[config.mk]
export PLATFORM = sky130hd
export DESIGN_NAME = scr_coord
export DESIGN_NICKNAME = d
export VERILOG_FILES = /design/src/hw/rtl/scr_pkg.sv /design/src/hw/rtl/scr_coord.sv
export SDC_FILE = /design/constraint.sdc
export NUM_CORES = 1
export LEC_CHECK = 0
export ABC_CLOCK_PERIOD_IN_PS = 6200
export BUFFER_PORTS_ARGS = -buffer_cell sky130_fd_sc_hd__buf_2
export CORE_MARGIN = 10
export CORE_UTILIZATION = 51
export CTS_CLUSTER_DIAMETER = 30
export CTS_CLUSTER_SIZE = 12
export DETAILED_ROUTE_END_ITERATION = 6
export PLACE_DENSITY_LB_ADDON = 0.2
export SLEW_MARGIN = 20
export SYNTH_ARGS = -nofsm -noshare
export SYNTH_HDL_FRONTEND = slang
export SYNTH_SLANG_ARGS = --single-unit
[constraint.sdc]
create_clock -name clk_i -period 6.2 [get_ports clk_i]
set_input_delay 1.86 -clock clk_i [delete_from_list [all_inputs] [get_ports clk_i]]
set_output_delay 1.86 -clock clk_i [all_outputs]
set_load 0.02 [all_outputs]
[src/hw/rtl/scr_pkg.sv]
// ----------------------------------------------------------------------------
// Shape coverage rasteriser package
// Shared register layout, shape codes and width helpers.
// ----------------------------------------------------------------------------
package scr_pkg;

  localparam int unsigned IdxW     = 4;
  localparam int unsigned CountW   = 7;
  localparam int unsigned CfgIdxW  = 3;
  localparam int unsigned CfgDataW = 11;

  localparam int HrPix     = 24;
  localparam int HalfHrPix = 12;

  // Upper bound on a sample's distance from the centre, per unit of pool factor.
  localparam int unsigned DiffSpan = 1420;
  localparam int unsigned SizeMax  = 255;

  typedef enum logic [1:0] {
    SHAPE_CIRCLE   = 2'd0,
    SHAPE_SQUARE   = 2'd1,
    SHAPE_TRIANGLE = 2'd2
  } shape_kind_e;

  typedef enum logic [CfgIdxW-1:0] {
    REG_SHAPE_KIND      = 3'd0,
    REG_CENTER_X        = 3'd1,
    REG_CENTER_Y        = 3'd2,
    REG_RADIUS          = 3'd3,
    REG_HALF_SIDE       = 3'd4,
    REG_TRI_HALF_BASE   = 3'd5,
    REG_TRI_HALF_HEIGHT = 3'd6
  } cfg_reg_e;

  typedef struct packed {
    logic [1:0]         shape_kind;
    logic signed [10:0] center_x;
    logic signed [10:0] center_y;
    logic [7:0]         radius;
    logic [7:0]         half_side;
    logic [7:0]         tri_half_base;
    logic [7:0]         tri_half_height;
  } cfg_t;

  localparam cfg_t CfgReset = '{
    shape_kind:      2'd0,
    center_x:        11'sd192,
    center_y:        11'sd192,
    radius:          8'd96,
    half_side:       8'd96,
    tri_half_base:   8'd96,
    tri_half_height: 8'd96
  };

  function automatic int unsigned diff_w(input int unsigned pf);
    return $clog2(DiffSpan * pf) + 1;
  endfunction

  function automatic int unsigned scaled_w(input int unsigned pf);
    return $clog2(SizeMax * pf + 1);
  endfunction

  // Offset of sample position k along one axis from the output pixel origin.
  function automatic int sub_offset(input int pf, input int k);
    return HrPix * (k >> 1) + HalfHrPix + (((k & 1) != 0) ? 6 * pf : -2 * pf);
  endfunction

endpackage

[src/hw/rtl/scr_coord.sv]
// ----------------------------------------------------------------------------
// Sample coordinate stage
// Wraps the pixel index and forms every sample offset from the shape centre.
// ----------------------------------------------------------------------------
module scr_coord #(
  parameter int unsigned OUT_SIZE    = 16,
  parameter int unsigned POOL_FACTOR = 4,
  localparam int unsigned N  = 2 * POOL_FACTOR,
  localparam int unsigned DW = scr_pkg::diff_w(POOL_FACTOR)
) (
  input  logic                        clk_i,
  input  logic                        rst_ni,
  input  scr_pkg::cfg_t               cfg_i,
  input  logic                        valid_i,
  output logic                        ready_o,
  input  logic [scr_pkg::IdxW-1:0]    out_x_i,
  input  logic [scr_pkg::IdxW-1:0]    out_y_i,
  output logic                        valid_o,
  input  logic                        ready_i,
  output logic [N-1:0][DW-1:0]        dx_o,
  output logic [N-1:0][DW-1:0]        dy_o
);
  import scr_pkg::*;

  typedef logic [IdxW-1:0] idx_tbl_t [2**IdxW];

  function automatic idx_tbl_t build_wrap_tbl();
    idx_tbl_t t;
    for (int v = 0; v < 2**IdxW; v++) begin
      t[v] = IdxW'(v % OUT_SIZE);
    end
    return t;
  endfunction

  localparam idx_tbl_t WrapTbl = build_wrap_tbl();
  localparam int unsigned Pitch = HrPix * POOL_FACTOR;

  logic [DW-1:0]         cx_s, cy_s, base_x, base_y;
  logic [N-1:0][DW-1:0]  dx_d, dy_d, dx_q, dy_q;
  logic                  valid_q;

  assign cx_s   = DW'($signed(cfg_i.center_x)) * DW'(POOL_FACTOR);
  assign cy_s   = DW'($signed(cfg_i.center_y)) * DW'(POOL_FACTOR);
  assign base_x = DW'(WrapTbl[out_x_i]) * DW'(Pitch) - cx_s;
  assign base_y = DW'(WrapTbl[out_y_i]) * DW'(Pitch) - cy_s;

  always_comb begin
    for (int k = 0; k < N; k++) begin
      dx_d[k] = base_x + DW'(sub_offset(POOL_FACTOR, k));
      dy_d[k] = base_y + DW'(sub_offset(POOL_FACTOR, k));
    end
  end

  assign ready_o = !valid_q || ready_i;

  always_ff @(posedge clk_i or negedge rst_ni) begin
    if (!rst_ni) begin
      valid_q <= 1'b0;
    end else if (ready_o) begin
      valid_q <= valid_i;
    end
  end

  always_ff @(posedge clk_i) begin
    if (valid_i && ready_o) begin
      dx_q <= dx_d;
      dy_q <= dy_d;
    end
  end

  assign valid_o = valid_q;
  assign dx_o    = dx_q;
  assign dy_o    = dy_q;

endmodule

; Word level (Yosys, flattened, before mapping)
; Memories as Yosys holds them, arrays and structs flattened.
; Cells that the tools add are included.
[word_totals]
regBits = 225
latchBits = 0
ram_bits = 0
romBits = 128
output_inout_bits = 226
word_cells = 50
memories = 2
[op_classes]
n_addsub = 18
n_mul = 2
div_mod_pow = 0
magnitude_cmp = 2
n_eq_ne = 0
shift = 0
muxes = 4
bitwise_logic = 2
reduce_logical = 3
[mem_list]
columns = memory, depth, width, read_ports, rd_ports_with_merged_regs, wr, line_no
row1 = (no name shown), 16, 4, 1, 0, 0, scr_coord.sv:45  ; assign base_y = DW'(WrapTbl[out_y_i]) * DW'(Pitch) - cy_s;
row2 = (no name shown), 16, 4, 1, 0, 0, scr_coord.sv:44  ; assign base_x = DW'(WrapTbl[out_x_i]) * DW'(Pitch) - cx_s;
[ops]
columns = op, n
row1 = $add 14x6->14 const B, 6
row2 = $add 14x7->14 const B, 6
row3 = $add 14x3->14 const B, 2
row4 = $add 14x5->14 const B, 2
row5 = $sub 12x13->14, 2
row6 = $mux 4, 4
row7 = $mul 4x2->6 const B, 2
row8 = $ge 5x5->1 const B, 2
row9 = $not 4->5, 2
row10 = $logic_and 1x1->1, 1
row11 = $logic_not 1->1, 1
row12 = $logic_or 1x1->1, 1

; Logic depth before layout (Yosys ltp)
; Gate-level depths: netlist of run 1.
[logic_depth]
depth_word = 7
mapped_depth = 14
mapped_depth_nobuf = 13

; Worst setup path after synthesis of run 1
; Ideal clock, no wire load.
[synth_timing]
path_type = input-to-reg
startpoint = input ready_i
endpoint = register dx_q (netlist bit dx_o[103]) (enable)
arrival_time_ns = 5.775
required_time_ns = 5.664
path_slack_ns = -0.111
stages = 2
n_path_buf = 0
cell_sequence = nand2b_1 and2_1
[synth_between]
elab_chain_len = 2
[synth_rtl]
columns = element, line_no
row1 = from (decl), scr_coord.sv:19  ; input logic ready_i,
row2 = $logic_or 1x1->1, scr_coord.sv:54  ; assign ready_o = !valid_q || ready_i;
row3 = $logic_and 1x1->1, scr_coord.sv:65  ; if (valid_i && ready_o) begin
row4 = to (signal assigned), scr_coord.sv:66  ; dx_q <= dx_d;
row5 = to (decl), scr_coord.sv:39  ; logic [N-1:0][DW-1:0] dx_d, dy_d, dx_q, dy_q;
; Every way passes these cells.
; A chain may end at the register's enable or synchronous reset.

==> impl_metrics.csv, run 1 <==
group,metric,value,unit
run_status,status,"finished, final reports clean",
grt,first_global_vias,5911,
job,max-cap-violations,0,
setup_path,crit_type,"in -> reg",
placement,placedCellCount,1151,
power_and_ir_drop,irDropWorstVdd,201,µV
worst_hold_path,hold_path_class,"reg -> reg",
yosys,synth-seq-cells,159,
yosys,synth-seq-area-share,0.538,
grt,grt_antenna_before_repair,0,
layout,final_util,0.608,
setup_path,critPathLaunchType,"input pin",
grt,grt_pass1_wl,32400,µm
layout,final_cells,1183,
layout,multi_input_area,0.00344,mm²
grt,met2_usage,0.267,
power_and_ir_drop,p_leak,4.26,nW
grt,grt_start_max_net_pins,90,
placement,numPortBuffers,227,
yosys,synthesis.area,0.00887,mm²
die,start_util,0.517,
drt,postRouteAntennaNets,0,
cts,insertion_delay,0.42,ns
yosys,postSynthAreaPerCell,11.8,µm²
drt,vias,5970,
sta,max_freq,199,MHz
layout,nFillCells,1436,
cts,cts_buffer_depth,2,
cts,cts_hold_buf,0,
layout,area_growth,17.8,%
grt,grt_busiest_layer,"met2",
placement,routabilityCongestion,0.814,
sta,hold_ws,0.527,ns
sta,slew_headroom,0.263,
die,core_area,0.0172,mm²
cts,cts_buffers,17,
cts,cts_root_buffer,"clkbuf_16",
setup_path,r2r_slack,4.08,ns
layout,n_antenna_cell,0,
sta,fin_skew,0.00585,ns
grt,grt_util_met1,0.232,
yosys,ys_warn_count,0,
cts,path_clk_slew,0.06,ns
placement,post-dp-hpwl,15700,µm
die,die_y,152,µm
cts,cts_tree,"done",
layout,seq_area,0.00477,mm²
drt,drc,0,
grt,use_met3,0.0570,
die,io_pins,294,
sta,setup_violations,0,
sta,period_minus_slack,5.03,ns
drt,dr.pass1.iters,5,
sta,worstMarginPinSlew,1.10,ns
setup_path,crit_path_end_kind,"register",
layout,drive_above_1_share,0.312,
sta,finalHoldViolCount,0,
drt,wl_per_cell,17.6,µm
sta,setup_tns,0,ns
drt,drtIter0Drc,399,
cts,cts_setup_buffers,0,
grt,grt_usage,0.174,
drt,wl,20900,µm
die,die_area,0.0231,mm²
sta,period_share,0.811,
grt,grt.overflow.total,0,
die,std_cell_rows,48,
setup_path,cp.required,6.33,ns
power_and_ir_drop,powerDensity,371,mW/mm²
cts,cts_resized,0,
layout,nets,1039,
cts,cts_num_sinks,159,
cts,htreeDepth,4,
sta,grt_setup_unrepaired,"false",
sta,maxSlewViolCount,0,
setup_path,crit_path_max_fanout,10,
die,die_w,152,µm
yosys,synth_cell_types,64,
drt,viasPerCell,5.05,
setup_path,arrival,5.16,ns
yosys,netlist_instances,750,
[kinds of logic after synthesis]
| logic type | share of synthesized area |
|---|---|
| DFF | 0.538 |
| and+or+nand+nor | 0.122 |
| adders and majority gates | 0.0384 |
| AOI/OAI and AO/OA | 0.0629 |
| other | 0.000423 |
| xor gates and xnor gates | 0.148 |
| buffers and inverters | 0.0908 |
[routing by layer]
metal / routed length [µm] / share of wire
met4: 260 / 0.012
met2: 9450 / 0.45
met1: 9400 / 0.45
met3: 1760 / 0.084
met5: 0 / 0
[sequential cells by signal (all words and copies together) (netlist names)]
signal,flops
dx_o,79
dy_o,79
valid_o,1
[layout by cell type (no fill, tap or decap), types with 9 or more instances in the layout]
master,n
a21oi_1,30
edfxtp_1,158
nor2_1,62
inv_1,44
buf_2,227
xnor2_1,98
o21ai_0,15
conb_1,32
nand2_1,42
buf_4,12
nand3_1,9
xor2_1,44
nor3_1,17
ha_1,24
clkbuf_16,17
[worst max-delay path: stages]
cell,delay (ns)
buf_2,0.12
ha_1,0.20
fa_1,0.41
xnor2_1,0.15
ha_1,0.39
a21o_1,0.24
a21oi_1,0.18
nor2b_1,0.08
a311oi_2,0.35
xnor2_2,0.27
buf_4,0.27
nor3_1,0.48
a31oi_1,0.16
[layout make-up]
class	count	share of cell area
flip-flops and latches	159	0.456
clock inverters	13	0.0101
repair buffers	240	0.119
well taps	225	0.0269
inverters	44	0.0158
multi-input cells	483	0.329
clock buffers	19	0.0424
[stage by stage]
step	setup WS, ns	power [W]	area [µm²]
final	1.17	0.00387	10500
after detailed placement	0.779	0.00293	9900
after floorplan	1.31	0.00256	8990
after CTS	1.21	0.00390	10500
after global placement	0.796	0.00291	9900
after global routing	0.913	0.00407	10500
[synth_stat cells (all sizes together)]
library cell	n	area [µm²]
nand2	43	164
xnor2	102	927
a21boi	2	15.0
a21oi	31	166
o31a	1	10.0
or2	2	12.5
conb	1	3.75
nor3b	4	45.1
nand3	10	62.6
a31oi	10	83.8
o21a	6	45.0
fa	2	40.0
xor2	44	385
o22ai	2	12.5
o311ai	2	17.5
or4b	3	33.8
or3	5	31.3
and3b	1	8.76
nor2b	5	31.3
o21ai	15	75.1
buf	84	599
a32oi	1	8.76
nand4b	1	8.76
inv	44	165
ha	24	300
nor4b	6	80.1
o32a	1	10.0
a211oi	2	15.0
and3	8	50.1
a311oi	1	15.0
and2	5	31.3
nor3	17	85.1
nand2b	8	50.1
nand4	1	6.26
o21bai	2	15.0
clkbuf	11	41.3
and4b	1	10.0
dfrtp	1	25.0
nand3b	3	26.3
nor2	62	233
nor4	9	114
a21o	8	60.1
edfxtp	158	4740
a41oi	1	8.76
[power by group]
part | internal, W | leakage [nW] | switching (W)
logic | 0.000478 | 2.48 | 0.000908
clock network | 0.000530 | 0.257 | 0.000437
registers | 0.00147 | 1.52 | 0.0000507
total | 0.00248 | 4.26 | 0.00140
[worst paths after layout]
check / from / endpoint / cells past startpoint
max: out_y_i[1] / dy_o[41]$_DFFE_PP_ / 13
min: valid_o$_DFFE_PN0N_ / valid_o$_DFFE_PN0N_ / 2
max reg2reg: valid_o$_DFFE_PN0N_ / dx_o[76]$_DFFE_PP_ / 3
min reg2reg: valid_o$_DFFE_PN0N_ / valid_o$_DFFE_PN0N_ / 2
max in group asynchronous: rst_ni / valid_o$_DFFE_PN0N_ / 1
min in group asynchronous: rst_ni / valid_o$_DFFE_PN0N_ / 1
Power figures use the tool's default switching activity.
==> inputs of run 2 (changes only) <==
- ABC_AREA: not set -> 1
- ABC_CLOCK_PERIOD_IN_PS: 6200 -> 4200
- CORE_UTILIZATION: 51 -> 47
- clock period: 6.2 -> 4.2 ns (I/O delays scaled with it)
==> run 2 against run 1 <==
Compared with the run above:
- core utilization down 4.7 points
- synthesized cell count grew 27%
- global-route usage increased by 0.17 points
- register-to-register slack got worse by 1.6 ns
- flip-flop and latch count unchanged
- total power grew 42%
- hold slack better by 0.076 ns
- critical endpoint is now dx_o[52]$_DFFE_PP_
==> impl_metrics.csv, run 2 <==
group,metric,value,unit
job,max-cap-violations,0,
grt,grt_antenna_before_repair,2,
setup_path,crit_top_cell,"nand2_1",
sta,setup_slack,0.515,ns
die,io_pins,294,
die,std_cell_rows,51,
setup_path,r2r_start,"valid_o$_DFFE_PN0N_",
setup_path,cp.required,4.37,ns
placement,numPortBuffers,227,
placement,routabilityCongestion,0.883,
layout,mostFrequentLayoutCells,"buf_2, nand2_1, edfxtp_1, inv_1, nor2_1",
layout,nets,1256,
sta,max_freq,271,MHz
power_and_ir_drop,irDropWorstVdd,287,µV
yosys,netlist_top_cells_area,"edfxtp_1, nand2_1, xor2_1, buf_4, inv_1",
grt,grt_pass1_wl,35900,µm
setup_path,crit_chain,"buf_2, ha_1, inv_1, fa_1, inv_1, ha_1, nand2_1, inv_1, a21oi_1, nand2_1, nand2_1, nand2_2, nor2_2, nand2_1, o21ai_0, nand2_1",
cts,htreeDepth,4,
drt,dr.pass1.iters,5,
drt,wl_per_cell,15.7,µm
power_and_ir_drop,p_leak,5.01,nW
sta,finalHoldViolCount,0,
setup_path,path_delay_family,"simple AND/OR/NAND/NOR gates",
power_and_ir_drop,powerDensity,507,mW/mm²
placement,dp_worst_setup_slack,0.132,ns
sta,hold_ws,0.602,ns
layout,area_growth,18.3,%
setup_path,crit_path_max_fanout,12,
yosys,yosys.area.top_type,"edfxtp_1",
layout,drive_above_1_share,0.298,
drt,drc,0,
sta,period_share,0.877,
setup_path,cp_slowest_cell,"fa_1",
yosys,synth_most_common_cell,"nand2_1",
drt,viasPerCell,4.79,
sta,slew_headroom,0.590,
yosys,synth_edf_count,158,
cts,cts_root_buffer,"clkbuf_16",
yosys,synth-seq-cells,159,
sta,setup_violations,0,
die,die_y,160,µm
setup_path,arrival,3.85,ns
die,die_w,160,µm
yosys,synth_ff_type,"edfxtp_1",
setup_path,startpoint,"out_x_i[1]",
drt,vias,6896,
yosys,ys_warn_count,0,
drt,drtIter0Drc,456,
cts,path_clk_slew,0.06,ns
yosys,netlist_instances,950,
sta,maxSlewViolCount,0,
drt,wl,22600,µm
sta,fin_skew,0.00495,ns
cts,insertion_delay,0.42,ns
grt,grt_usage,0.176,
yosys,synth-seq-area-share,0.520,
layout,final_common_cell,"buf_2",
grt,grt_start_max_net_pins,76,
sta,worstMarginPinSlew,0.615,ns
yosys,synthesis.area,0.00917,mm²
yosys,yosys-top-cells-count,"nand2_1, edfxtp_1, inv_1",
die,die_area,0.0255,mm²
cts,cts_tree,"done",
yosys,postSynthAreaPerCell,9.65,µm²
yosys,synth_cell_types,37,
setup_path,critPathLaunchType,"input pin",
run_status,status,"finished, final reports clean",
grt,first_global_vias,6772,
cts,cts_buffers,17,
worst_hold_path,hold_path_class,"in -> async",
setup_path,crit_type,"in -> reg",
cts,cts_buffer_depth,2,
sta,grt_setup_unrepaired,"false",
placement,post-dp-hpwl,17900,µm
sta,setup_tns,0,ns
die,start_util,0.474,
cts,cts_num_sinks,159,
drt,postRouteAntennaNets,0,
cts,cts_hold_buf,0,
cts,cts_resized,0,
setup_path,crit_path_end_kind,"register",
yosys,synth_top_area_frac,0.518,
cts,cts_setup_buffers,0,
yosys,synth-async-reset-ratio,0.00629,
die,core_area,0.0193,mm²
grt,grt.overflow.total,0,
sta,period_minus_slack,3.68,ns
setup_path,cp.buffers_inverters,4,
setup_path,critPathMaxStageDelay,0.47,ns
run 2: cell type report:
cell class | count | area (µm²)
inverter | 118 | 463
tap | 265 | 332
sequential | 159 | 4770
clock buffer | 17 | 425
clock inverter | 14 | 133
timing repair buffer | 241 | 1250
antenna | 1 | 2.50
multi-input combinational | 625 | 3470
fill | 1735 | 8490
run 2: layer usage:
metal,wire length [µm],track usage,part of all wire
met5,12,0,0.00053
met4,415,0.0573,0.018
met3,1490,0.0473,0.066
met2,10300,0.273,0.46
met1,10400,0.233,0.46
run 2: per-stage QoR:
| step | total power (W) | util | cells | area, µm² |
|---|---|---|---|---|
| after floorplan | 0.00358 | - | 981 | 9310 |
| after CTS | 0.00554 | 0.561 | 1439 | 10800 |
| final | 0.00550 | 0.561 | 1440 | 10800 |
| after detailed placement | 0.00407 | 0.532 | 1408 | 10300 |
| after global placement | 0.00403 | 0.532 | 1408 | 10300 |
| after global routing | 0.00580 | 0.561 | 1440 | 10800 |
run 2: worst register-to-register path, cell delays in order, from the launching register on:
cell and delay (ns):
dfrtp_1 0.42, a21oi_4 0.31, buf_4 0.58
run 2: worst paths after layout:
check,cells after the start,slack [ns],end
worst max-delay path,16,0.52,dx_o[52]$_DFFE_PP_
worst min-delay path,1,0.60,valid_o$_DFFE_PN0N_
worst max register to register,2,2.50,dx_o[32]$_DFFE_PP_
worst min register to register,2,0.60,valid_o$_DFFE_PN0N_
max in group asynchronous,1,3.51,valid_o$_DFFE_PN0N_
min in group clk_i,2,0.60,valid_o$_DFFE_PN0N_
run 2: cells by family (layout without fill, tap and decap cells):
kind of cell,after synthesis,after routing,share of synthesized area
AO/OA/AOI/OAI,49,49,0.0287
XOR/XNOR,74,74,0.0707
adder cells (fa/ha/maj),26,26,0.0371
buffers and inverters,197,390,0.115
flip-flops,159,159,0.520
other,1,33,0.000409
AND/OR/NAND/NOR,444,444,0.228
run 2: report_power, final:
| group | internal, W | switching, W | total [W] |
|---|---|---|---|
| Sequential | 0.00210 | 0.0000714 | 0.00217 |
| Clock | 0.000821 | 0.000653 | 0.00147 |
| Combinational | 0.000556 | 0.00130 | 0.00186 |
| Total | 0.00347 | 0.00203 | 0.00550 |
==> inputs of run 3 (changes only) <==
- ABC_CLOCK_PERIOD_IN_PS: 4200 -> 4300
- CORE_UTILIZATION: 47 -> 56
- clock period: 4.2 -> 4.3 ns (I/O delays scaled with it)
==> run 3 against run 2 <==
Compared with the run above:
- total power is 3.6% lower
- final cell count shrank 3.5%
- global-route usage up 2.3 points
- setup slack better by 0.053 ns
- highest routed layer is now met4
- clock power shrank 6%
- flip-flop and latch count unchanged
- clock-buffer cell count rose by 1
- sequential power down 3%
==> impl_metrics.csv, run 3 (same netlist as run 2, synthesis figures left out) <==
group,metric,value,unit
run_status,status,"finished, final reports clean",
setup_path,r2r_end,"dy_o[108]$_DFFE_PP_",
drt,dr.pass1.iters,5,
drt,drtIter0Drc,537,
layout,nFillCells,1300,
placement,post-dp-hpwl,17400,µm
grt,grt.overflow.total,0,
cts,insertion_delay,0.44,ns
sta,maxSlewViolCount,0,
drt,viasPerCell,4.92,
sta,max_freq,268,MHz
sta,period_minus_slack,3.73,ns
grt,grt_start_max_net_pins,50,
grt,first_global_vias,6648,
worst_hold_path,hold_path_depth,2,
layout,nets,1255,
grt,grt_usage,0.198,
setup_path,rr_worst_depth,2,
die,io_pins,294,
layout,area_growth,17.8,%
die,core_area,0.0159,mm²
power_and_ir_drop,p_leak,5.01,nW
sta,finalHoldViolCount,0,
job,max-cap-violations,0,
cts,cts_tree,"done",
cts,cts_resized,0,
worst_hold_path,worst_hold_startpoint,"valid_o$_DFFE_PN0N_",
setup_path,crit_path_end_kind,"register",
placement,placedCellCount,1358,
sta,setup_violations,0,
placement,numPortBuffers,227,
cts,htreeDepth,4,
die,die_y,148,µm
grt,grt_antenna_before_repair,0,
power_and_ir_drop,irDropWorstVdd,295,µV
setup_path,r2r_slack,2.48,ns
layout,drive_above_1_share,0.297,
drt,drc,0,
grt,grt_pass1_wl,34600,µm
cts,cts_buffer_depth,2,
setup_path,critPathLaunchType,"input pin",
placement,routabilityCongestion,0.847,
layout,mostFrequentLayoutCells,"buf_2, nand2_1, edfxtp_1, inv_1, nor2_1",
cts,cts_hold_buf,0,
die,die_area,0.0219,mm²
drt,wl,22000,µm
sta,period_share,0.868,
sta,slew_headroom,0.440,
setup_path,cp.required,4.47,ns
setup_path,arrival,3.90,ns
power_and_ir_drop,powerDensity,491,mW/mm²
die,die_w,148,µm
sta,hold_ws,0.592,ns
setup_path,crit_path_max_fanout,10,
cts,path_clk_slew,0.06,ns
drt,vias,6843,
drt,postRouteAntennaNets,0,
cts,cts_setup_buffers,0,
die,std_cell_rows,46,
die,start_util,0.575,
drt,wl_per_cell,15.9,µm
sta,fin_skew,0.00820,ns
setup_path,crit_type,"in -> reg",
cts,cts_buffers,17,
layout,final_common_cell,"buf_2",
layout,n_antenna_cell,0,
worst_hold_path,hold_path_end,"valid_o$_DFFE_PN0N_",
worst_hold_path,hold_path_class,"reg -> reg",
cts,cts_root_buffer,"clkbuf_16",
layout,final_cells,1390,
cts,cts_num_sinks,159,
sta,grt_setup_unrepaired,"false",
sta,worstMarginPinSlew,0.839,ns
setup_path,r2r_start,"valid_o$_DFFE_PN0N_",
## run 3: changes by cell type in the layout (fill, tap and decap cells not counted), sizes merged
cell / before / now
clkinvlp: 4 / 3
clkinv: 4 / 6
clkbuf: 17 / 18
diode: 1 / 0
bufinv: 1 / 0
buf: 241 / 240
## run 3: where the power goes
group	switching [W]	internal [W]	total, W
clock network	0.000631	0.000746	0.00138
logic	0.00127	0.000536	0.00181
registers	0.0000667	0.00205	0.00211
total	0.00197	0.00333	0.00530
## run 3: cell type report
| class | instances | area [µm²] | share of cell area |
|---|---|---|---|
| inverters | 118 | 463 | 0.0429 |
| well taps | 216 | 270 | 0.0250 |
| clock buffers | 18 | 429 | 0.0398 |
| clock inverters | 14 | 109 | 0.0101 |
| flip-flops and latches | 159 | 4770 | 0.442 |
| repair buffers | 240 | 1280 | 0.119 |
| multi-input cells | 625 | 3470 | 0.321 |
## run 3: layer usage
metal / part of all wire / GRT usage
met2: 0.47 / 0.317
met1: 0.45 / 0.259
met5: 0 / 0
met3: 0.073 / 0.0559
met4: 0.013 / 0.0550
## run 3: stage by stage
stage / util / power, W / area (µm²) / worst slack [ns] / setup TNS, ns
6_report: 0.677 / 0.00530 / 10800 / 0.569 / 0
3_5_place_dp: 0.643 / 0.00395 / 10300 / 0.177 / 0
3_3_place_gp: 0.643 / 0.00391 / 10300 / 0.228 / 0
5_1_grt: 0.677 / 0.00557 / 10800 / 0.330 / 0
4_1_cts: 0.677 / 0.00532 / 10800 / 0.573 / 0
2_1_floorplan: - / 0.00350 / 9310 / -0.0399 / -6.30
## run 3: worst max path at each step
| stage | startpoint | endpoint | slack [ns] | cells past startpoint |
|---|---|---|---|---|
| 2_1_floorplan | ready_i | dx_o[103]$_DFFE_PP_ | -0.04 | 2 |
| 3_3_place_gp | out_y_i[1] | dy_o[97]$_DFFE_PP_ | 0.23 | 16 |
| 3_5_place_dp | out_x_i[1] | dx_o[66]$_DFFE_PP_ | 0.18 | 16 |
| 4_1_cts | out_y_i[1] | dy_o[69]$_DFFE_PP_ | 0.57 | 16 |
| 5_1_grt | out_x_i[2] | dx_o[53]$_DFFE_PP_ | 0.33 | 18 |
| 6_report | out_y_i[1] | dy_o[69]$_DFFE_PP_ | 0.57 | 16 |
## run 3: worst max-delay path, stage by stage
cell and delay [ns]:
buf_2 0.13, ha_1 0.21, fa_1 0.41, xnor2_1 0.15
ha_1 0.36, nand2_1 0.11, inv_1 0.09, nand2_1 0.05
and2_0 0.13, nand3_1 0.06, nand2_1 0.13, buf_4 0.24
nor2_8 0.17, nand2_2 0.13, nor2_1 0.15, nor2_1 0.08
