===== src/hw/rtl/scr_pkg.sv =====
// ----------------------------------------------------------------------------
// Shape coverage rasteriser package
// Shared register layout, shape codes and width helpers.
// ----------------------------------------------------------------------------
package scr_pkg;

  localparam int unsigned IdxW     = 4;
  localparam int unsigned CountW   = 7;
  localparam int unsigned CfgIdxW  = 3;
  localparam int unsigned CfgDataW = 11;

  localparam int HrPix     = 24;
  localparam int HalfHrPix = 12;

  // Upper bound on a sample's distance from the centre, per unit of pool factor.
  localparam int unsigned DiffSpan = 1420;
  localparam int unsigned SizeMax  = 255;

  typedef enum logic [1:0] {
    SHAPE_CIRCLE   = 2'd0,
    SHAPE_SQUARE   = 2'd1,
    SHAPE_TRIANGLE = 2'd2
  } shape_kind_e;

  typedef enum logic [CfgIdxW-1:0] {
    REG_SHAPE_KIND      = 3'd0,
    REG_CENTER_X        = 3'd1,
    REG_CENTER_Y        = 3'd2,
    REG_RADIUS          = 3'd3,
    REG_HALF_SIDE       = 3'd4,
    REG_TRI_HALF_BASE   = 3'd5,
    REG_TRI_HALF_HEIGHT = 3'd6
  } cfg_reg_e;

  typedef struct packed {
    logic [1:0]         shape_kind;
    logic signed [10:0] center_x;
    logic signed [10:0] center_y;
    logic [7:0]         radius;
    logic [7:0]         half_side;
    logic [7:0]         tri_half_base;
    logic [7:0]         tri_half_height;
  } cfg_t;

  localparam cfg_t CfgReset = '{
    shape_kind:      2'd0,
    center_x:        11'sd192,
    center_y:        11'sd192,
    radius:          8'd96,
    half_side:       8'd96,
    tri_half_base:   8'd96,
    tri_half_height: 8'd96
  };

  function automatic int unsigned diff_w(input int unsigned pf);
    return $clog2(DiffSpan * pf) + 1;
  endfunction

  function automatic int unsigned scaled_w(input int unsigned pf);
    return $clog2(SizeMax * pf + 1);
  endfunction

  // Offset of sample position k along one axis from the output pixel origin.
  function automatic int sub_offset(input int pf, input int k);
    return HrPix * (k >> 1) + HalfHrPix + (((k & 1) != 0) ? 6 * pf : -2 * pf);
  endfunction

endpackage


===== src/hw/rtl/scr_count.sv =====
// ----------------------------------------------------------------------------
// Coverage count stages
// Counts inside bits per row, then sums the rows into the output register.
// ----------------------------------------------------------------------------
module scr_count #(
  parameter int unsigned POOL_FACTOR = 4,
  localparam int unsigned N = 2 * POOL_FACTOR
) (
  input  logic                         clk_i,
  input  logic                         rst_ni,
  input  logic                         valid_i,
  output logic                         ready_o,
  input  logic [N-1:0][N-1:0]          inside_i,
  output logic                         valid_o,
  input  logic                         ready_i,
  output logic [scr_pkg::CountW-1:0]   count_o
);
  import scr_pkg::*;

  localparam int unsigned RowW = $clog2(N + 1);
  localparam int unsigned TotW = $clog2(N * N + 1);

  logic [N-1:0][RowW-1:0] row_d, row_q;
  logic [TotW-1:0]        total;
  logic [CountW-1:0]      count_q;
  logic                   va_q, vb_q, ready_b;

  always_comb begin
    for (int r = 0; r < N; r++) begin
      row_d[r] = RowW'($countones(inside_i[r]));
    end
  end

  always_comb begin
    total = '0;
    for (int r = 0; r < N; r++) begin
      total = total + TotW'(row_q[r]);
    end
  end

  assign ready_b = !vb_q || ready_i;
  assign ready_o = !va_q || ready_b;

  always_ff @(posedge clk_i or negedge rst_ni) begin
    if (!rst_ni) begin
      va_q <= 1'b0;
      vb_q <= 1'b0;
    end else begin
      if (ready_o) begin
        va_q <= valid_i;
      end
      if (ready_b) begin
        vb_q <= va_q;
      end
    end
  end

  always_ff @(posedge clk_i) begin
    if (valid_i && ready_o) begin
      row_q <= row_d;
    end
    if (va_q && ready_b) begin
      count_q <= CountW'(total);
    end
  end

  assign valid_o = vb_q;
  assign count_o = count_q;

endmodule


===== config.mk =====
export PLATFORM = sky130hd
export DESIGN_NAME = scr_count
export DESIGN_NICKNAME = d
export VERILOG_FILES = /design/src/hw/rtl/scr_pkg.sv /design/src/hw/rtl/scr_count.sv
export SDC_FILE = /design/constraint.sdc
export NUM_CORES = 1
export LEC_CHECK = 0
export ABC_AREA = 1
export BUFFER_PORTS_ARGS = -buffer_cell sky130_fd_sc_hd__buf_4
export CAP_MARGIN = 10
export CORE_MARGIN = 10
export CORE_UTILIZATION = 53
export CTS_BUF_LIST = sky130_fd_sc_hd__clkbuf_2 sky130_fd_sc_hd__clkbuf_4 sky130_fd_sc_hd__clkbuf_8
export CTS_CLUSTER_DIAMETER = 100
export DETAILED_ROUTE_END_ITERATION = 10
export GPL_ROUTABILITY_DRIVEN = 0
export PLACE_DENSITY = 0.8
export SLEW_MARGIN = 40
export SYNTH_ARGS = -nofsm -noshare
export SYNTH_HDL_FRONTEND = slang
export SYNTH_SLANG_ARGS = --single-unit

===== constraint.sdc =====
create_clock -name clk_i -period 5.3 [get_ports clk_i]
set_clock_uncertainty 0.15 [all_clocks]
set_input_delay 0 -clock clk_i [delete_from_list [all_inputs] [get_ports clk_i]]
set_output_delay 0 -clock clk_i [all_outputs]
set_load 0.05 [all_outputs]

# Word-level counts from Yosys, hierarchy flattened
# Index checks and enable logic that the tools add are counted.
[op_classes]
addsub = 63
reduce_logical = 6
[op_table]
columns = ["operator", "count"]
rows = [
  ["$add 1x1->2", 32],
  ["$add 2x2->3", 16],
  ["$add 3x3->4", 8],
  ["$add 7x4->7", 4],
  ["$add 6x4->7", 1],
  ["$add 5x4->6", 1],
  ["$add 4x4->5", 1],
  ["$logic_and 1x1->1", 2],
  ["$logic_not 1->1", 2],
  ["$logic_or 1x1->1", 2],
]
[totals]
regBits = 41
inputBits = 68

# Depth between registers and ports, before layout
# Gate-level depths: netlist of the first run.
[depth]
word_depth = 7
ltp_mapped = 13
mapped_depth_nobuf = 13

# Worst setup path before layout of the first run
# OpenSTA, ideal clock, no wires.
[synth_timing]
kind = "register -> register"
startpoint = "register row_q[2] in the netlist's numbering"
endpoint = "register count_q[4], in the netlist count_o[4], data pin"
arrival_ps = 3247
required_time_ps = 4892
slack_ps = 1645
stages_incl_launch_ff = 13
path_cell_list = "edfxtp_1 -> inv_1 -> fa_1 -> inv_1 -> fa_1 -> fa_1 -> inv_1 -> fa_1 -> inv_1 -> ha_1 -> inv_1 -> fa_1 -> xnor2_1"
[synth_via]
elab_chain_cells = 7
[synth_rtl]
columns = ["item", "line_no", "text"]
rows = [
  ["start: declaration", "scr_count.sv:23", "logic [N-1:0][RowW-1:0] row_d, row_q;"],
  ["start signal: assignment", "scr_count.sv:60", "row_q <= row_d;"],
  ["$add 4x4->5", "scr_count.sv:37", "total = total + TotW'(row_q[r]);"],
  ["$add 5x4->6", "scr_count.sv:37", ""],
  ["$add 6x4->7", "scr_count.sv:37", ""],
  ["$add 7x4->7 (4 in a row)", "scr_count.sv:37", ""],
  ["named net total[4]", "scr_count.sv:24", "logic [TotW-1:0] total;"],
  ["end signal: assignment", "scr_count.sv:63", "count_q <= CountW'(total);"],
  ["end: declaration", "scr_count.sv:25", "logic [CountW-1:0] count_q;"],
]
# The timed path passes the listed nets, and every way through them passes these cells.
# A chain may end at the register's enable or synchronous reset.

# Final worst setup path of the first run
# Same ends and word-level chain as after synthesis.

==> impl_metrics.py, run 1 <==
metrics = {
    "outcome": {
        "outcome": "completed",
    },
    "floorplan": {
        "coreArea_mm2": 0.006314,
        "chipHeight_um": 100.6,
        "rows": 29,
        "start_util_pct": 54.54,
        "die_area_mm2": 0.01012,
        "dieWidth_um": 100.6,
        "pin_count": 77,
    },
    "pwr": {
        "p_switching_mw": 1.096,
        "peakVddDrop_uv": 874.7,
        "power_density_mw_per_mm2": 567.9,
        "power_frac_seq_pct": 24.3,
        "swShare_pct": 44.45,
        "finalPower_mw": 2.466,
        "p_int_mw": 1.370,
        "p_comb_share_pct": 67.2,
        "p_leak_nw": 2.318,
        "clockPowerShare_pct": 8.5,
    },
    "final_layout": {
        "final_nets": 556,
        "final_cell_count_no_fill": 480,
        "nFillCells": 467,
        "design_area_mm2": 0.004342,
        "area_delta_synth_final_pct": 26.09,
        "antennaDiodeCount": 0,
        "drive_above_1_share_pct": 21.34,
        "utilization_pct": 68.77,
        "final-seq-area_mm2": 0.001221,
        "multi_input_area_mm2": 0.001745,
    },
    "logic_synthesis": {
        "ys_seq_area_share_pct": 35.47,
        "synth_edf_count": 39,
        "synth.avg_cell_area_um2": 11.29,
        "syn_nets": 459,
        "ys_top_cells_by_count": "inv_1 (126), fa_1 (55), edfxtp_1 (39)",
        "synthesis.area_mm2": 0.003443,
        "ys.flop_type": "edfxtp_1",
        "synth_cell_type_count": 13,
        "yosysMostFrequentCell": "inv_1",
        "yosysTopAreaCell": "edfxtp_1",
        "synth.top_cell.area_share_pct": 34.01,
        "ys_seq_elements": 41,
        "netlist_instances": 305,
        "ys_warn_count": 0,
        "async_flop_share_pct": 4.878,
        "synth_area_leaders": "edfxtp_1 (34%), fa_1 (32%), inv_1 (14%)",
    },
    "grt": {
        "grt.overflow.total": 0,
        "grt_max_degree": 33,
        "grt_pass1_vias": 2524,
        "globalRouteMet1Util_pct": 13.20,
        "grt-busiest-layer": "met2",
        "antenna_found_initial": 0,
        "grt_usage_pct": 12.94,
        "grt_pass1_wl_mm": 10.58,
        "use_met3_pct": 4.870,
        "use_met2_pct": 23.39,
    },
    "sta": {
        "relSlewSlack_pct": 55.35,
        "max_freq_ghz": 0.2659,
        "setup_ws_ns": 1.539,
        "finalHoldViolCount": 0,
        "hold_ws_ns": 0.2153,
        "period_minus_slack_ns": 3.761,
        "finalMaxSlewViolations": 0,
        "tns_ns": 0,
        "finalCritPeriodShare_pct": 70.97,
        "rsz0062_at_grt": "no",
        "setup_viol": 0,
        "worst_slew_pin_slew_ns": 0.6688,
    },
    "setup_path": {
        "setup.worst_path.start": "row_q[2]$_DFFE_PP_",
        "timing.rr.start": "row_q[2]$_DFFE_PP_",
        "reg2regPathDepth": 12,
        "critPathMaxFanout": 3,
        "reg2reg_slack_ns": 1.54,
        "endpoint": "count_o[4]$_DFFE_PP_",
        "critPathCaptureType": "register",
        "cp.arrival_ns": 3.66,
        "required_ns": 5.20,
        "path_class": "register to register",
        "r2r_end": "count_o[4]$_DFFE_PP_",
        "worstSetupStartpointType": "register",
    },
    "clock_network": {
        "cts_root_buf": "clkbuf_8",
        "clock_tree.buffer_depth": 2,
        "cts_buffers": 5,
        "cts_tree": "yes",
        "cts.sinks": 41,
        "clkTransAtPathRegs_ns": 0.09,
        "cts_resized": 0,
        "clock_latency_ns": 0.29,
        "htree_levels": 2,
    },
    "detailed_routing": {
        "route.detailed.drc": 0,
        "wl_mm": 6.117,
        "first_iter_violations": 52,
        "detail_route.wl_per_cell_um": 12.74,
        "routed_via_density": 4.579,
        "vias": 2198,
        "firstDrtPassIters": 4,
        "final_antenna_net_count": 0,
    },
    "placement": {
        "place_area_mm2": 0.004110,
        "dp_cells": 458,
        "io_buffer_count": 76,
        "post-dp-hpwl_mm": 5.245,
        "place_ws_ns": 1.517,
    },
    "job": {
        "drv_cap": 0,
    },
    "worst_hold_path": {
        "hp-class": "primary input to register",
    },
}
-- critical path, cell delays in order, from the launching register on --
cell and delay (ns):
edfxtp_1 0.33, inv_1 0.05, fa_1 0.52, inv_1 0.06
fa_1 0.51, fa_1 0.55, inv_1 0.06, fa_1 0.46
inv_1 0.06, ha_1 0.18, inv_1 0.06, fa_1 0.39
xnor2_1 0.14
-- cells in the final DEF (no fill, tap or decap) --
| master | Yosys | final |
|---|---|---|
| inv_1 | 126 | 125 |
| buf_4 | 0 | 76 |
| xnor2_1 | 2 | 2 |
| xor2_1 | 7 | 7 |
| dlygate4sd3_1 | 0 | 14 |
| nor2_1 | 1 | 1 |
| clkinvlp_4 | 0 | 3 |
| clkbuf_8 | 0 | 5 |
| nand2_1 | 25 | 25 |
| inv_2 | 1 | 2 |
| nand3_1 | 12 | 12 |
| ha_1 | 31 | 31 |
| fa_1 | 55 | 55 |
| dfrtp_1 | 2 | 2 |
| a21oi_1 | 3 | 3 |
| edfxtp_1 | 39 | 39 |
| o21ai_1 | 1 | 1 |
-- registers in the layout, summed over array words and instances (netlist names) --
signal   cells
valid_o      1
row_q       32
count_o      7
va_q         1
-- power by group through the flow --
| stage | Clock, mW | Combinational (mW) | Sequential, mW |
|---|---|---|---|
| 2_1_floorplan | 0 | 1.16 | 0.706 |
| 3_3_place_gp | 0 | 1.55 | 0.605 |
| 3_5_place_dp | 0 | 1.68 | 0.609 |
| 4_1_cts | 0.212 | 1.70 | 0.602 |
| 5_1_grt | 0.228 | 1.97 | 0.608 |
| 6_report | 0.209 | 1.66 | 0.600 |
-- worst min path at each step --
| stage | startpoint | to | slack (ns) | cells past startpoint |
|---|---|---|---|---|
| after floorplan | rst_ni | va_q$_DFFE_PN0N_ | -0.45 | 0 |
| after global placement | rst_ni | valid_o$_DFFE_PN0P_ | -0.37 | 1 |
| after detailed placement | rst_ni | valid_o$_DFFE_PN0P_ | -0.37 | 1 |
| after CTS | inside_i[43] | row_q[23]$_DFFE_PP_ | 0.21 | 5 |
| after global routing | inside_i[3] | row_q[2]$_DFFE_PP_ | 0.25 | 4 |
| final | inside_i[43] | row_q[23]$_DFFE_PP_ | 0.22 | 5 |
-- layer usage --
| metal | wire length, um | share of wire, % |
|---|---|---|
| met1 | 2158 | 35 |
| met5 | 0 | 0 |
| met2 | 3401 | 56 |
| met3 | 439 | 7.2 |
| met4 | 119 | 1.9 |
-- logic make-up after synthesis --
logic type                 count (synthesis)  synth area share, %
adders and majority gates                 86                43.24
buffers and inverters                    127                13.84
DFF                                       41                35.47
AOI/OAI and AO/OA                          4               0.5811
and+or+nand+nor                           38                4.578
xor gates and xnor gates                   9                2.289
-- repair_timing --
| action | in CTS | in global routing |
|---|---|---|
| hold endpoints to repair | 12 | 0 |
| buffers inserted | 0 | 0 |
| hold buffers | 14 | 0 |
-- area by class of cell --
class | count | share of cell area (%)
sequential | 41 | 28.13
clock inverter | 3 | 0.5187
multi-input combinational | 137 | 40.20
inverter | 127 | 10.98
timing repair buffer | 90 | 16.37
clock buffer | 5 | 1.585
tap | 77 | 2.219
No activity file was read; power rests on OpenSTA's default activity.
==> run 2, diff against run 1 <==
--- a/config.mk
+++ b/config.mk
@@ -5,16 +5,16 @@
 export SDC_FILE = /design/constraint.sdc
 export NUM_CORES = 1
 export LEC_CHECK = 0
-export ABC_AREA = 1
+export ABC_AREA = 0
 export BUFFER_PORTS_ARGS = -buffer_cell sky130_fd_sc_hd__buf_4
 export CAP_MARGIN = 10
 export CORE_MARGIN = 10
-export CORE_UTILIZATION = 53
+export CORE_UTILIZATION = 51
 export CTS_BUF_LIST = sky130_fd_sc_hd__clkbuf_2 sky130_fd_sc_hd__clkbuf_4 sky130_fd_sc_hd__clkbuf_8
 export CTS_CLUSTER_DIAMETER = 100
 export DETAILED_ROUTE_END_ITERATION = 10
 export GPL_ROUTABILITY_DRIVEN = 0
-export PLACE_DENSITY = 0.8
+export PLACE_DENSITY = 0.81
 export SLEW_MARGIN = 40
 export SYNTH_ARGS = -nofsm -noshare
 export SYNTH_HDL_FRONTEND = slang
==> constraint.sdc (replaced) <==
create_clock -name clk_i -period 3.4 [get_ports clk_i]
set_clock_uncertainty 0.15 [all_clocks]
set_input_delay 0 -clock clk_i [delete_from_list [all_inputs] [get_ports clk_i]]
set_output_delay 0 -clock clk_i [all_outputs]
set_load 0.05 [all_outputs]
==> run 2 against run 1 <==
The run now ends with negative setup slack left. Setup slack got worse by 1.8 ns. Combinational power increased by 57%. Critical path depth unchanged. Synthesized cell count decreased by 6.6%. Via count decreased by 4.9%. Largest cell class unchanged.
==> impl_metrics.py, run 2 <==
metrics = {
    "outcome": {
        "outcome": "finished, violations left",
        "violations": "negative setup slack",
    },
    "sta": {
        "max_freq_ghz": 0.2766,
        "relSlewSlack_pct": 73.41,
        "setup_viol": 4,
        "worst_slew_pin_slew_ns": 0.3989,
        "setup_ws_ns": -0.2148,
        "hold_ws_ns": 0.2012,
        "rsz0062_at_grt": "yes",
        "finalHoldViolCount": 0,
        "finalCritPeriodShare_pct": 106.3,
        "finalMaxSlewViolations": 0,
        "period_minus_slack_ns": 3.615,
    },
    "logic_synthesis": {
        "synth_cell_type_count": 15,
        "ys_seq_area_share_pct": 35.76,
        "yosysTopAreaCell": "edfxtp_1",
        "netlist_instances": 285,
        "ys_warn_count": 0,
        "synth.avg_cell_area_um2": 11.98,
        "ys.flop_type": "edfxtp_1",
        "yosysMostFrequentCell": "inv_1",
        "async_flop_share_pct": 4.878,
        "synth_area_leaders": "edfxtp_1 (34%), fa_1 (32%), inv_1 (13%)",
        "synth.top_cell.area_share_pct": 34.30,
        "synth_edf_count": 39,
        "syn_nets": 439,
        "synthesis.area_mm2": 0.003415,
        "ys_seq_elements": 41,
        "ys_top_cells_by_count": "inv_1 (121), fa_1 (55), edfxtp_1 (39)",
    },
    "placement": {
        "place_ws_ns": -0.2558,
        "io_buffer_count": 76,
        "post-dp-hpwl_mm": 5.111,
    },
    "grt": {
        "grt_pass1_vias": 2478,
        "grt_usage_pct": 12.70,
        "grt_max_degree": 33,
        "use_met2_pct": 24.55,
        "use_met3_pct": 3.846,
        "grt_pass1_wl_mm": 10.49,
        "grt-busiest-layer": "met2",
        "globalRouteMet1Util_pct": 12.98,
        "grt.overflow.total": 0,
        "antenna_found_initial": 0,
    },
    "setup_path": {
        "cp.arrival_ns": 3.53,
        "required_ns": 3.32,
        "setup.worst_path.start": "row_q[2]$_DFFE_PP_",
        "path_cells": "inv_2 -> fa_1 -> inv_2 -> fa_1 -> fa_1 -> inv_1 -> fa_1 -> inv_1 -> ha_2 -> inv_2 -> fa_2 -> inv_1",
        "critPathCaptureType": "register",
        "critPathMaxFanout": 2,
        "cp_slowest_stage_delay_ns": 0.54,
        "timing.rr.start": "row_q[2]$_DFFE_PP_",
        "worstSetupStartpointType": "register",
        "cpMostUsedCell": "fa_1",
        "path_class": "register to register",
        "cp_slowest_cell": "fa_1",
    },
    "detailed_routing": {
        "vias": 2090,
        "detail_route.wl_per_cell_um": 12.72,
        "final_antenna_net_count": 0,
        "routed_via_density": 4.514,
        "wl_mm": 5.890,
        "route.detailed.drc": 0,
        "firstDrtPassIters": 4,
        "first_iter_violations": 19,
    },
    "final_layout": {
        "drive_above_1_share_pct": 25.65,
        "mostFrequentLayoutCells": "inv_1 (115), buf_4 (80), fa_1 (53)",
        "regMostFlops": "row_q",
        "area_delta_synth_final_pct": 27.34,
        "antennaDiodeCount": 0,
        "largest_register_ffs": 32,
        "final_nets": 539,
        "final_common_cell": "inv_1",
    },
    "pwr": {
        "swShare_pct": 40.50,
        "p_comb_share_pct": 68.0,
        "p_leak_nw": 2.263,
        "power_frac_seq_pct": 23.8,
        "power_density_mw_per_mm2": 878.5,
        "clockPowerShare_pct": 8.2,
        "p_int_mw": 2.273,
        "p_switching_mw": 1.547,
        "peakVddDrop_uv": 632.3,
    },
    "worst_hold_path": {
        "hold_path_startpoint": "inside_i[59]",
        "hp-class": "primary input to register",
    },
    "floorplan": {
        "dieWidth_um": 101.8,
        "die_area_mm2": 0.01037,
        "pin_count": 77,
        "start_util_pct": 53.17,
        "rows": 29,
        "chipHeight_um": 101.8,
        "coreArea_mm2": 0.006422,
    },
    "clock_network": {
        "cts.sinks": 41,
        "clock_latency_ns": 0.30,
        "cts_buffers": 5,
        "cts_root_buf": "clkbuf_8",
        "htree_levels": 2,
        "clock_tree.buffer_depth": 2,
        "clkTransAtPathRegs_ns": 0.08,
        "cts_tree": "yes",
    },
    "job": {
        "drv_cap": 0,
    },
}
run 2: changes by cell type after synthesis, moves of 2 or more:
cell,before,now
nand2_1,25,0
nand3_1,12,0
nor2b_1,0,9
a21oi_1,3,8
inv_1,126,121
nand2b_1,0,4
and2_1,0,2
run 2: cell type report:
class | instances | area (um2)
Clock buffer | 6 | 76.32
Clock inverter | 2 | 10.01
Fill cell | 483 | 2074
Inverter | 121 | 454.2
Multi-Input combinational cell | 123 | 1759
Sequential cell | 41 | 1221
Tap cell | 77 | 96.34
Timing Repair Buffer | 93 | 730.7
run 2: what timing repair did:
action,in CTS,in global routing
setup buffers,1,0
cloned,0,0
gates resized for setup,0,6
pin swaps,2,0
endpoints found under the hold margin,12,0
hold buffers,13,0
endpoints found under the setup margin,4,4
run 2: cell families (layout without fill, tap and decap cells):
kind of cell	after synthesis	count (layout)	synth area share [%]
xor gates and xnor gates	10	10	2.565
and+or+nand+nor	16	16	2.968
AOI/OAI and AO/OA	11	11	1.796
buffers and inverters	121	222	13.30
DFF	41	41	35.76
adders and majority gates	86	86	43.61
run 2: path summary, 6_finish.rpt:
kind,end,slack [ns],cells past startpoint
worst max-delay path,count_o[3]$_DFFE_PP_,-0.21,12
worst min-delay path,row_q[30]$_DFFE_PP_,0.20,4
worst min register to register,valid_o$_DFFE_PN0P_,0.36,1
worst max register to register,count_o[3]$_DFFE_PP_,-0.21,12
max in group asynchronous,valid_o$_DFFE_PN0P_,2.58,3
min in group asynchronous,va_q$_DFFE_PN0N_,0.40,3
run 2: critical path, delay by kind of cell (launching register included):
kind	cells	cell delay, ns
adder cells (fa/ha/maj)	6	2.63
flip-flops	1	0.34
buffers and inverters	6	0.27
run 2: metrics by stage:
stage               total power, mW  utilization, %  setup TNS [ns]  std cells  cell area, um2
floorplan                     2.790               -         -0.4461        285            3432
global placement              3.311           64.17         -0.5326        441            4121
detailed placement            3.491           64.17         -0.9285        441            4121
CTS                           3.868           67.66         -0.8070        463            4345
global route                  4.317           67.70          -1.408        463            4348
finish                        3.820           67.70         -0.7924        463            4348
run 2: power by group through the flow:
stage               Sequential [mW]  Clock [mW]  Combinational (mW)
finish                        0.910       0.314                2.60
global route                  0.922       0.344                3.05
detailed placement            0.921           0                2.57
CTS                           0.910       0.321                2.64
global placement              0.917           0                2.39
floorplan                      1.08           0                1.71
run 2: routing by layer:
metal	part of all wire, %	vias up
met1	36	1023
met4	1.0	0
met3	5.8	5
li1	-	1017
met2	57	45
met5	0	-
==> run 3, diff against run 2 <==
--- a/config.mk
+++ b/config.mk
@@ -13,8 +13,8 @@
 export CTS_BUF_LIST = sky130_fd_sc_hd__clkbuf_2 sky130_fd_sc_hd__clkbuf_4 sky130_fd_sc_hd__clkbuf_8
 export CTS_CLUSTER_DIAMETER = 100
 export DETAILED_ROUTE_END_ITERATION = 10
-export GPL_ROUTABILITY_DRIVEN = 0
 export PLACE_DENSITY = 0.81
+export SETUP_SLACK_MARGIN = 0.3
 export SLEW_MARGIN = 40
 export SYNTH_ARGS = -nofsm -noshare
 export SYNTH_HDL_FRONTEND = slang
==> run 3 against run 2 <==
The run still ends with negative setup slack left. Largest power group unchanged. Clock-buffer cell count is the same. Critical endpoint unchanged. Utilization up 0.19 points. Non-clock buffer count did not move. Die area unchanged.
==> impl_metrics.py, run 3 (synthesis results as in run 2) <==
metrics = {
    "outcome": {
        "outcome": "finished, violations left",
        "violations": "negative setup slack",
    },
    "grt": {
        "grt_max_degree": 33,
        "antenna_found_initial": 0,
        "grt_usage_pct": 12.69,
        "grt_pass1_wl_mm": 10.48,
        "grt.overflow.total": 0,
        "grt_pass1_vias": 2476,
    },
    "detailed_routing": {
        "wl_met2_mm": 3.356,
        "final_antenna_net_count": 0,
        "dr_wl_met3_um": 341,
        "firstDrtPassIters": 4,
        "route.detailed.drc": 0,
        "routed_via_density": 4.512,
        "wl_mm": 5.872,
        "first_iter_violations": 23,
        "wl_met1_mm": 2.115,
        "detail_route.wl_per_cell_um": 12.68,
        "top_layer": "met4",
        "vias": 2089,
    },
    "final_layout": {
        "drive_above_1_share_pct": 26.42,
        "regMostFlops": "row_q",
        "largest_register_ffs": 32,
        "area_delta_synth_final_pct": 27.70,
        "mostFrequentLayoutCells": "inv_1 (113), buf_4 (80), fa_1 (52)",
        "final_nets": 539,
        "nFillCells": 478,
        "antennaDiodeCount": 0,
        "final_common_cell": "inv_1",
        "design_area_mm2": 0.004360,
    },
    "sta": {
        "setup_ws_ns": -0.1932,
        "hold_ws_ns": 0.2019,
        "setup_viol": 4,
        "rsz0062_at_grt": "yes",
        "tns_ns": -0.7251,
        "finalHoldViolCount": 0,
        "relSlewSlack_pct": 73.46,
        "finalMaxSlewViolations": 0,
        "max_freq_ghz": 0.2783,
        "worst_slew_pin_slew_ns": 0.3981,
        "finalCritPeriodShare_pct": 105.7,
        "period_minus_slack_ns": 3.593,
    },
    "clock_network": {
        "clock_tree.buffer_depth": 2,
        "cts_root_buf": "clkbuf_8",
        "cts.sinks": 41,
        "htree_levels": 2,
        "clock_latency_ns": 0.29,
        "clkTransAtPathRegs_ns": 0.08,
        "cts_buffers": 5,
        "cts_tree": "yes",
    },
    "setup_path": {
        "setup.worst_path.start": "row_q[2]$_DFFE_PP_",
        "critPathMaxFanout": 2,
        "cp.arrival_ns": 3.51,
        "worstSetupStartpointType": "register",
        "critPathCaptureType": "register",
        "required_ns": 3.31,
        "timing.rr.start": "row_q[2]$_DFFE_PP_",
        "path_class": "register to register",
    },
    "floorplan": {
        "rows": 29,
        "pin_count": 77,
        "dieWidth_um": 101.8,
        "coreArea_mm2": 0.006422,
        "chipHeight_um": 101.8,
        "start_util_pct": 53.17,
        "die_area_mm2": 0.01037,
    },
    "pwr": {
        "finalPower_mw": 3.943,
        "power_density_mw_per_mm2": 904.4,
        "p_leak_nw": 2.261,
        "peakVddDrop_uv": 692.5,
    },
    "placement": {
        "routabilityCongestion": 0.7450,
        "place_area_mm2": 0.004121,
        "post-dp-hpwl_mm": 5.111,
        "io_buffer_count": 76,
    },
    "worst_hold_path": {
        "hp-class": "primary input to register",
        "hold_path_startpoint": "inside_i[59]",
    },
    "job": {
        "drv_cap": 0,
    },
}
## run 3: cell counts in the layout (fill, tap and decap cells not counted)
Identical to the previous run, type by type.
## run 3: worst paths after layout
path | to | slack [ns] | depth (start not counted)
setup / recovery | count_o[3]$_DFFE_PP_ | -0.19 | 12
hold / removal | row_q[30]$_DFFE_PP_ | 0.20 | 4
setup reg to reg | count_o[3]$_DFFE_PP_ | -0.19 | 12
hold reg to reg | valid_o$_DFFE_PN0P_ | 0.36 | 1
max in group asynchronous | valid_o$_DFFE_PN0P_ | 2.57 | 3
min in group asynchronous | va_q$_DFFE_PN0N_ | 0.41 | 3
## run 3: per-layer routing
metal	vias to the layer above	track usage, %
li1	1017	-
met2	45	24.50
met3	5	3.846
met1	1022	12.98
met5	-	0
met4	0	3.254
## run 3: what timing repair did
action / 4_1_cts / 5_1_grt
pin swaps: 4 / 0
setup buffers: 1 / 0
resized for setup: 5 / 5
hold buffers: 13 / 0
setup endpoints to repair: 5 / 5
hold endpoints to repair: 12 / 0
## run 3: area by class of cell
| class | instances | area [um2] | area share (%) |
|---|---|---|---|
| Clock buffer | 6 | 76.32 | 1.750 |
| Clock inverter | 2 | 10.01 | 0.2296 |
| Inverter | 121 | 454.2 | 10.42 |
| Multi-Input combinational cell | 123 | 1772 | 40.63 |
| Sequential cell | 41 | 1221 | 28.01 |
| Tap cell | 77 | 96.34 | 2.209 |
| Timing Repair Buffer | 93 | 730.7 | 16.76 |
## run 3: metrics by stage
step,utilization (%),std cells,setup slack (ns)
5_1_grt,67.89,463,-0.3654
3_5_place_dp,64.17,441,-0.2558
3_3_place_gp,64.17,441,-0.1617
6_report,67.89,463,-0.1932
4_1_cts,67.86,463,-0.2060
2_1_floorplan,-,285,-0.1506
## run 3: where the power goes
part / internal, mW / total, mW / leakage (nW) / switching (mW)
Sequential: 0.875 / 0.910 / 0.400 / 0.0354
Combinational: 1.31 / 2.72 / 1.81 / 1.41
Clock: 0.150 / 0.313 / 0.0484 / 0.163
## run 3: critical path, stage by stage, from the launching register on
cell	delay [ns]
edfxtp_1	0.34
inv_2	0.04
fa_1	0.54
inv_2	0.04
fa_1	0.48
fa_1	0.50
inv_2	0.04
fa_1	0.44
inv_2	0.08
ha_4	0.13
inv_2	0.04
fa_2	0.51
inv_1	0.03
